## src/sv/fqd_pkg.sv

```systemverilog
`timescale 1ns / 1ps
// ----------------------------------------------------------------------------
// fqd_pkg
// shared types and constants of the fifo queue with delete by value
// ----------------------------------------------------------------------------
package fqd_pkg;

  localparam int ITEM_W = 32;
  localparam int CMD_W  = 2;
  localparam int OCC_W  = 5;

  localparam logic [CMD_W-1:0] CMD_ENQ = 2'd0;
  localparam logic [CMD_W-1:0] CMD_DEQ = 2'd1;
  localparam logic [CMD_W-1:0] CMD_DEL = 2'd2;

  typedef enum logic [2:0] {
    ST_IDLE,
    ST_DEQ,
    ST_SCAN,
    ST_SHIFT,
    ST_SHIFT_WR
  } fqd_state_t;

  // commands from controller to datapath
  typedef struct packed {
    logic push_tail;  // write request value at tail, count up
    logic pop_head;   // advance head, count down
    logic count_dec;  // count down after a delete
    logic load_key;   // latch search key, clear position
    logic rd_head;    // read entry at head
    logic rd_next;    // read entry at position plus one
    logic pos_inc;    // advance position
    logic wr_shift;   // write read data at position
    logic out_load;   // load result register
    logic out_ok;     // ok bit of the result
    logic out_data;   // result carries the read data
  } fqd_ctl_t;

  // status from datapath to controller
  typedef struct packed {
    logic full;
    logic empty;
    logic match;
    logic last;
    logic out_busy;
  } fqd_stat_t;

endpackage

```

## src/sv/fqd_ifs.sv

```systemverilog
`timescale 1ns / 1ps
// ----------------------------------------------------------------------------
// fqd_req_if / fqd_rsp_if
// valid/ready channels for queue requests and queue results
// ----------------------------------------------------------------------------
interface fqd_req_if import fqd_pkg::*; ();
  logic              valid;
  logic              ready;
  logic [CMD_W-1:0]  cmd;
  logic [ITEM_W-1:0] item_value;

  modport source (output valid, output cmd, output item_value, input ready);
  modport sink   (input valid, input cmd, input item_value, output ready);
endinterface

interface fqd_rsp_if import fqd_pkg::*; ();
  logic              valid;
  logic              ready;
  logic              ok;
  logic [ITEM_W-1:0] item_out;
  logic [OCC_W-1:0]  occupancy;

  modport source (output valid, output ok, output item_out, output occupancy,
                  input ready);
  modport sink   (input valid, input ok, input item_out, input occupancy,
                  output ready);
endinterface

```

## src/sv/fqd_ctrl.sv

```systemverilog
`timescale 1ns / 1ps
// ----------------------------------------------------------------------------
// fqd_ctrl
// sequencer for enqueue, dequeue and delete scan/shift
// ----------------------------------------------------------------------------
module fqd_ctrl import fqd_pkg::*; (
  input  logic             clk,
  input  logic             rst,
  input  logic             req_valid,
  input  logic [CMD_W-1:0] req_cmd,
  output logic             req_ready,
  input  fqd_stat_t        stat,
  output fqd_ctl_t         ctl
);

  fqd_state_t state, state_next;
  logic       fire;

  assign req_ready = (state == ST_IDLE) && !stat.out_busy;
  assign fire      = req_valid && req_ready;

  always_ff @(posedge clk) begin
    if (rst) begin
      state <= ST_IDLE;
    end else begin
      state <= state_next;
    end
  end

  always_comb begin
    state_next = state;
    case (state)
      ST_IDLE: begin
        if (fire) begin
          case (req_cmd)
            CMD_DEQ: if (!stat.empty) state_next = ST_DEQ;
            CMD_DEL: if (!stat.empty) state_next = ST_SCAN;
            default: state_next = ST_IDLE;
          endcase
        end
      end
      ST_DEQ: state_next = ST_IDLE;
      ST_SCAN: begin
        if (stat.match) begin
          state_next = ST_SHIFT;
        end else if (stat.last) begin
          state_next = ST_IDLE;
        end
      end
      ST_SHIFT: state_next = stat.last ? ST_IDLE : ST_SHIFT_WR;
      ST_SHIFT_WR: state_next = ST_SHIFT;
      default: state_next = ST_IDLE;
    endcase
  end

  always_comb begin
    ctl = '0;
    case (state)
      ST_IDLE: begin
        if (fire) begin
          case (req_cmd)
            CMD_ENQ: begin
              ctl.push_tail = !stat.full;
              ctl.out_ok    = !stat.full;
              ctl.out_load  = 1'b1;
            end
            CMD_DEQ: begin
              ctl.rd_head  = !stat.empty;
              ctl.out_load = stat.empty;
            end
            CMD_DEL: begin
              ctl.rd_head  = !stat.empty;
              ctl.load_key = 1'b1;
              ctl.out_load = stat.empty;
            end
            default: ctl.out_load = 1'b1;
          endcase
        end
      end
      ST_DEQ: begin
        ctl.pop_head = 1'b1;
        ctl.out_load = 1'b1;
        ctl.out_ok   = 1'b1;
        ctl.out_data = 1'b1;
      end
      ST_SCAN: begin
        if (!stat.match) begin
          if (stat.last) begin
            ctl.out_load = 1'b1;
          end else begin
            ctl.rd_next = 1'b1;
            ctl.pos_inc = 1'b1;
          end
        end
      end
      ST_SHIFT: begin
        if (stat.last) begin
          ctl.count_dec = 1'b1;
          ctl.out_load  = 1'b1;
          ctl.out_ok    = 1'b1;
        end else begin
          ctl.rd_next = 1'b1;
        end
      end
      ST_SHIFT_WR: begin
        ctl.wr_shift = 1'b1;
        ctl.pos_inc  = 1'b1;
      end
      default: ctl = '0;
    endcase
  end

endmodule

```

## src/sv/fqd_datapath.sv

```systemverilog
`timescale 1ns / 1ps
// ----------------------------------------------------------------------------
// fqd_datapath
// circular entry memory, head/count/position registers, result register
// ----------------------------------------------------------------------------
module fqd_datapath import fqd_pkg::*; #(
  parameter int DEPTH = 16
) (
  input  logic              clk,
  input  logic              rst,
  input  logic [ITEM_W-1:0] item_value,
  input  fqd_ctl_t          ctl,
  output fqd_stat_t         stat,
  input  logic              rsp_ready,
  output logic              rsp_valid,
  output logic              ok,
  output logic [ITEM_W-1:0] item_out,
  output logic [OCC_W-1:0]  occupancy
);

  localparam int AW  = $clog2(DEPTH);
  localparam int AW1 = AW + 1;
  localparam int CW  = $clog2(DEPTH + 1);
  localparam int CW1 = CW + 1;
  localparam logic [AW1-1:0] DEPTH_A  = AW1'(DEPTH);
  localparam logic [CW-1:0]  DEPTH_C  = CW'(DEPTH);
  localparam logic [AW-1:0]  HEAD_MAX = AW'(DEPTH - 1);

  logic [ITEM_W-1:0] mem [DEPTH];
  logic [ITEM_W-1:0] rd_data;
  logic [ITEM_W-1:0] key;
  logic [AW-1:0]     head;
  logic [AW-1:0]     pos;
  logic [CW-1:0]     count, count_next;
  logic [AW-1:0]     rd_addr, wr_addr;
  logic              rd_en, wr_en;
  logic [ITEM_W-1:0] wr_data;
  logic [OCC_W+CW-1:0] occ_ext;

  // logical position to memory address, wraps once
  function automatic logic [AW-1:0] phys(input logic [AW-1:0] h,
                                         input logic [AW-1:0] p);
    logic [AW1-1:0] s;
    s = {1'b0, h} + {1'b0, p};
    if (s >= DEPTH_A) s = s - DEPTH_A;
    return s[AW-1:0];
  endfunction

  always_comb begin
    count_next = count;
    if (ctl.push_tail) count_next = count + CW'(1);
    else if (ctl.pop_head || ctl.count_dec) count_next = count - CW'(1);
  end

  assign rd_en   = ctl.rd_head || ctl.rd_next;
  assign rd_addr = ctl.rd_head ? head : phys(head, pos + AW'(1));
  assign wr_en   = ctl.push_tail || ctl.wr_shift;
  assign wr_addr = ctl.push_tail ? phys(head, count[AW-1:0]) : phys(head, pos);
  assign wr_data = ctl.push_tail ? item_value : rd_data;

  always_ff @(posedge clk) begin
    if (wr_en) mem[wr_addr] <= wr_data;
    if (rd_en) rd_data <= mem[rd_addr];
  end

  always_ff @(posedge clk) begin
    if (rst) begin
      head  <= '0;
      count <= '0;
      pos   <= '0;
    end else begin
      count <= count_next;
      if (ctl.pop_head) head <= (head == HEAD_MAX) ? '0 : head + AW'(1);
      if (ctl.load_key) pos <= '0;
      else if (ctl.pos_inc) pos <= pos + AW'(1);
    end
  end

  always_ff @(posedge clk) begin
    if (ctl.load_key) key <= item_value;
  end

  // result register
  assign occ_ext = {{OCC_W{1'b0}}, count_next};

  always_ff @(posedge clk) begin
    if (rst) begin
      rsp_valid <= 1'b0;
    end else if (ctl.out_load) begin
      rsp_valid <= 1'b1;
    end else if (rsp_ready) begin
      rsp_valid <= 1'b0;
    end
  end

  always_ff @(posedge clk) begin
    if (ctl.out_load) begin
      ok        <= ctl.out_ok;
      item_out  <= ctl.out_data ? rd_data : '0;
      occupancy <= occ_ext[OCC_W-1:0];
    end
  end

  assign stat.full     = (count == DEPTH_C);
  assign stat.empty    = (count == '0);
  assign stat.match    = (rd_data == key);
  assign stat.last     = (CW1'(pos) + CW1'(1)) >= CW1'(count);
  assign stat.out_busy = rsp_valid && !rsp_ready;

endmodule

```

## src/sv/fifo_queue_with_delete_core.sv

```systemverilog
`timescale 1ns / 1ps
// ----------------------------------------------------------------------------
// fifo_queue_with_delete_core
// ordered queue with enqueue, dequeue and delete of the first matching value
// ----------------------------------------------------------------------------
// The queue holds up to DEPTH 32-bit values in a circular dual-port-style
// memory (one write and one registered read per cycle) addressed from a head
// pointer. Each request gives exactly one result with ok, item_out and the
// occupancy after the operation. An enqueue is answered from the idle state,
// so enqueues run back to back while each result is taken as it appears. A
// dequeue reads the head, then pops it and returns it. A delete scans from
// the head one entry a cycle, through all held entries when nothing matches;
// the entries behind the first match are moved up by one, a read and a write
// each. The one read port of the entry memory paces scan and shift. An
// enqueue on a full queue, a dequeue or delete on an empty queue and the
// unused command code are answered from the idle state with ok low. A new
// request is taken once the sequencer is idle and the result register is
// empty or being read in the same cycle.
// ----------------------------------------------------------------------------
module fifo_queue_with_delete_core import fqd_pkg::*; #(
  parameter int DEPTH = 16
) (
  input logic      clk,
  input logic      rst,
  fqd_req_if.sink  req,
  fqd_rsp_if.source rsp
);

  // command and status between sequencer and datapath
  fqd_ctl_t  ctl;
  fqd_stat_t stat;

  // sequencer: decodes the request and steps through scan and shift
  fqd_ctrl u_ctrl (
    .clk       (clk),
    .rst       (rst),
    .req_valid (req.valid),
    .req_cmd   (req.cmd),
    .req_ready (req.ready),
    .stat      (stat),
    .ctl       (ctl)
  );

  // datapath: entry memory, pointers and the result register
  fqd_datapath #(
    .DEPTH (DEPTH)
  ) u_datapath (
    .clk        (clk),
    .rst        (rst),
    .item_value (req.item_value),
    .ctl        (ctl),
    .stat       (stat),
    .rsp_ready  (rsp.ready),
    .rsp_valid  (rsp.valid),
    .ok         (rsp.ok),
    .item_out   (rsp.item_out),
    .occupancy  (rsp.occupancy)
  );

endmodule

```

## src/flat_wrapper.sv

```systemverilog
// flat-port wrapper written by rule: the top's interface ports become plain ports
module fifo_queue_with_delete_core_flat import fqd_pkg::*;
#(
  parameter int DEPTH = 16
)
  (clk, rst, req_valid, req_cmd, req_item_value, req_ready, rsp_valid, rsp_ok, rsp_item_out, rsp_occupancy, rsp_ready);
  fqd_req_if req_i ();
  fqd_rsp_if rsp_i ();
  input logic clk;
  input logic rst;
  input wire logic [$bits(req_i.valid)-1:0] req_valid;
  input wire logic [$bits(req_i.cmd)-1:0] req_cmd;
  input wire logic [$bits(req_i.item_value)-1:0] req_item_value;
  output wire logic [$bits(req_i.ready)-1:0] req_ready;
  output wire logic [$bits(rsp_i.valid)-1:0] rsp_valid;
  output wire logic [$bits(rsp_i.ok)-1:0] rsp_ok;
  output wire logic [$bits(rsp_i.item_out)-1:0] rsp_item_out;
  output wire logic [$bits(rsp_i.occupancy)-1:0] rsp_occupancy;
  input wire logic [$bits(rsp_i.ready)-1:0] rsp_ready;
  assign req_i.valid = req_valid;
  assign req_i.cmd = req_cmd;
  assign req_i.item_value = req_item_value;
  assign req_ready = req_i.ready;
  assign rsp_valid = rsp_i.valid;
  assign rsp_ok = rsp_i.ok;
  assign rsp_item_out = rsp_i.item_out;
  assign rsp_occupancy = rsp_i.occupancy;
  assign rsp_i.ready = rsp_ready;
  fifo_queue_with_delete_core #(.DEPTH(DEPTH)) u_core (.clk(clk), .rst(rst), .req(req_i), .rsp(rsp_i));
endmodule
```

## config.mk

```make
export PLATFORM = sky130hd
export DESIGN_NAME = fifo_queue_with_delete_core_flat
export DESIGN_NICKNAME = d
export VERILOG_FILES = /design/src/sv/fqd_pkg.sv /design/src/sv/fqd_ifs.sv /design/src/sv/fqd_ctrl.sv /design/src/sv/fqd_datapath.sv /design/src/sv/fifo_queue_with_delete_core.sv /design/src/flat_wrapper.sv
export SDC_FILE = /design/constraint.sdc
export NUM_CORES = 1
export LEC_CHECK = 0
export ABC_CLOCK_PERIOD_IN_PS = 6300
export BUFFER_PORTS_ARGS = -buffer_cell sky130_fd_sc_hd__buf_2
export CAP_MARGIN = 20
export CORE_MARGIN = 5
export CORE_UTILIZATION = 30
export DETAILED_ROUTE_END_ITERATION = 12
export PLACE_DENSITY = 0.52
export SLEW_MARGIN = 40
export SYNTH_ARGS = -nofsm -noshare
export SYNTH_HDL_FRONTEND = slang
export SYNTH_HIERARCHICAL = 1
export SYNTH_SLANG_ARGS = --single-unit
```

## constraint.sdc

```tcl
create_clock -name clk -period 6.3 [get_ports clk]
set_input_delay 1.26 -clock clk [delete_from_list [all_inputs] [get_ports clk]]
set_output_delay 1.26 -clock clk [all_outputs]
set_load 0.005 [all_outputs]
```

==> metrics.txt <==
status=finished clean; DRC viols=0; Max Freq=207 MHz; fin util=0.353; Post-CTS Resized=0; Hold Crit Depth=1; Slew Limit Headroom=0.425; hold_buf cts=0; Netlist Area Pre-Place=roughly 0.026 mm2; pwr/cell area=around 330 mW/mm2; die width=between 300 and 400 um; final worst-path cycle share=0.766; number of fill cells in the layout=8113; Initial Utilization=0.302; Non-Filler Instances=2841; clock sink count=631; Final setup viols=0; port buffer count=slightly below 80; Max Cap Viol=0; switching portion of total power=0.245; Vias=14100; critical path capture point type=flop; pins over their slew limit=0; number of I/O pins=78; first-pass GRT wire length=approximately 97000 um; n_diodes=0; clock share of power=0.399; RR Startpoint=u_core/u_ctrl/state[1]$_SDFFE_PP0P_; CP arrival=around 5.1 ns; 1st-iter DRT viols=1351; total congestion overflow=0; clk_skew=0.0174 ns; P_sw=0.00247 W; sequential share of the synthesized area=0.730; Worst Max-Slew Pin Slew=roughly 0.84 ns; number of synthesized flops with an enable pin=between 600 and 700; Synth top area share=0.717; P_leak=roughly 10 nW; placed cells=2717; reg2reg end=u_core/u_datapath/mem[14][6]$_DFFE_PP_; Hold Path Class=flop to flop; Tmin final=4.83 ns; post-synthesis cell type count=55; Antenna Nets Post-Route=0; layout cells sized above 1=0.187; dominant synthesized flop cell=edfxtp_1; Crit Path Category=input pin to flop; Overall Global Routing Usage=0.144; multi-input logic area=0.00664 mm2; synthesized area per cell=16.7 um2; RSZ-0062 raised after global routing=no; R2R Setup Slk=1.65 ns; Bufs on Longest Clock Path=3; Post-synth top cells=edfxtp_1, mux2i_1, and3_1, a211oi_1, nand2_1; largest net degree at the start of global routing=a little under 100; top-count cell post-synth=edfxtp_1; setup_tns=0 ns; first-pass detailed-route iteration total=5; largest area contributor in the netlist=edfxtp_1; total clock buffers created by CTS=70; area grow syn2layout=17.0%; Setup Fix Bufs, Post-CTS=0; Pint=0.00760 W; row cnt=about 110; Max H-tree Level=3; Skew-Pair Late Insertion Delay=0.62 ns; required time of the critical path=6.60 ns; Syn Nets=1593; largest cells by area after synthesis=edfxtp_1, mux2i_1, a211oi_1; HPWL after detailed placement=between 30000 and 40000 um; Min-Delay Endpoint=u_core/u_datapath/item_out[2]$_SDFFCE_PN0P_; Seq pwr share=0.481; Worst-path clk slew=0.05 ns; Worst Hold Launch=u_core/u_datapath/rd_data[2]$_DFFE_PP_; Ys Warns=6; Mapped Cells=1535; antenna violations before repair=2; CP startpoint kind=input pin; TritonCTS clock tree=built; total chip power=0.0101 W; # nets final=roughly 1700; DR WL/cell=23.5 um; R2R depth=11; GPL Wtd Cong=0.797; Post-synth ARST share=0; Root Driver=clkbuf_16; number of global-route vias before repair=14200; Hold Vio Cnt, Final=0; vias per inst=4.97; WL final=66800 um; Chip Height=303 um; logic gate share of total power=0.119; crit path max fanout=20; register area=0.0188 mm2; area of the die=~0.092 mm2; synthesis-stage register bit count=631; core area=0.0851 mm2; Max VDD drop=0.194 mV
==> how the worst max path moves through the flow <==
stage / endpoint / slack [ns] / start / depth (start not counted)
2_1_floorplan: u_core/u_datapath/mem[2][0]$_DFFE_PP_ / 0.39 / rsp_ready / 12
3_3_place_gp: u_core/u_datapath/mem[14][9]$_DFFE_PP_ / 1.07 / rsp_ready / 13
3_5_place_dp: u_core/u_datapath/mem[14][9]$_DFFE_PP_ / 0.93 / rsp_ready / 13
4_1_cts: u_core/u_datapath/mem[14][6]$_DFFE_PP_ / 1.55 / rsp_ready / 13
5_1_grt: u_core/u_datapath/mem[14][3]$_DFFE_PP_ / 1.32 / rsp_ready / 11
6_report: u_core/u_datapath/mem[14][6]$_DFFE_PP_ / 1.47 / rsp_ready / 13
==> routing by layer <==
layer	routed length [um]	part of all wire	track usage	up-vias
met5	0	0	0	-
met1	31400	0.47	0.206	7269
met3	3940	0.059	0.0355	93
li1	-	-	-	6358
met4	1570	0.024	0.0388	0
met2	29900	0.45	0.220	396
==> registers in the layout (all words and copies together) (netlist names), 3 cells and up <==
| signal | flops |
|---|---|
| u_core/u_ctrl/state | 3 |
| u_core/u_datapath/count | 5 |
| u_core/u_datapath/head | 4 |
| u_core/u_datapath/item_out | 32 |
| u_core/u_datapath/key | 32 |
| u_core/u_datapath/mem | 512 |
| u_core/u_datapath/occupancy | 5 |
| u_core/u_datapath/pos | 4 |
| u_core/u_datapath/rd_data | 32 |
==> kinds of logic (layout without fill, tap and decap cells) <==
family,Yosys count,count (layout),synth area share
flops,631,631,0.730
compound gates,227,227,0.0745
mux,202,202,0.0820
buf+inv,109,271,0.0224
simple gates,296,296,0.0625
fa+ha+maj,20,20,0.0103
xor+xnor,50,50,0.0179
==> cell type report <==
class,instances,area share
sequential,631,0.624
multi-input combinational,795,0.221
clock buffer,81,0.0607
tap,1144,0.0476
timing repair buffer,133,0.0303
clock inverter,42,0.0143
inverter,15,0.00187
==> worst max-delay path: stages <==
cell and delay [ns]:
buf_2 0.08, nor2b_1 0.09, nor4_4 0.23, nand2_1 0.21, nor3_2 0.64, mux2_2 0.44, ha_1 0.28, a21o_1 0.18
a21oi_1 0.26, xnor2_1 0.19, nand2_1 0.29, nor2_4 0.63, buf_12 0.29
==> power by group through the flow <==
stage          clock network [W]  registers, W  logic (W)
2_1_floorplan                  0       0.00493   0.000737
3_3_place_gp                   0       0.00494    0.00119
3_5_place_dp                   0       0.00494    0.00121
4_1_cts                  0.00412       0.00485    0.00122
5_1_grt                  0.00432       0.00486    0.00130
6_report                 0.00402       0.00485    0.00120
==> through the flow <==
| stage | hold WS (ns) | setup WS [ns] | instance area (um2) |
|---|---|---|---|
| 2_1_floorplan | 0.522 | 0.388 | 25700 |
| 3_3_place_gp | 0.587 | 1.07 | 27700 |
| 3_5_place_dp | 0.590 | 0.929 | 27800 |
| 4_1_cts | 0.609 | 1.55 | 30100 |
| 5_1_grt | 0.637 | 1.32 | 30100 |
| 6_report | 0.604 | 1.47 | 30100 |
==> layout by cell type (no fill, tap or decap), types with 6 or more instances in the layout <==
master / n
bufinv_16: 7
a221oi_1: 32
nor2_4: 17
xnor2_1: 10
mux2i_1: 132
buf_2: 78
nor2b_1: 9
xor2_1: 36
nand2_1: 77
buf_12: 8
nor3_1: 9
a21o_1: 6
mux2_2: 38
clkinv_2: 8
a32o_1: 32
mux2_1: 30
buf_4: 45
nor2_1: 16
dfxtp_1: 17
clkbuf_1: 9
clkbuf_16: 71
inv_1: 13
a211oi_1: 96
ha_1: 18
and2_1: 32
clkinv_1: 19
o21ai_0: 6
and3_1: 98
a2111oi_0: 30
edfxtp_1: 614
a21oi_1: 7
Note: power is estimated with default switching activity, not from simulation.
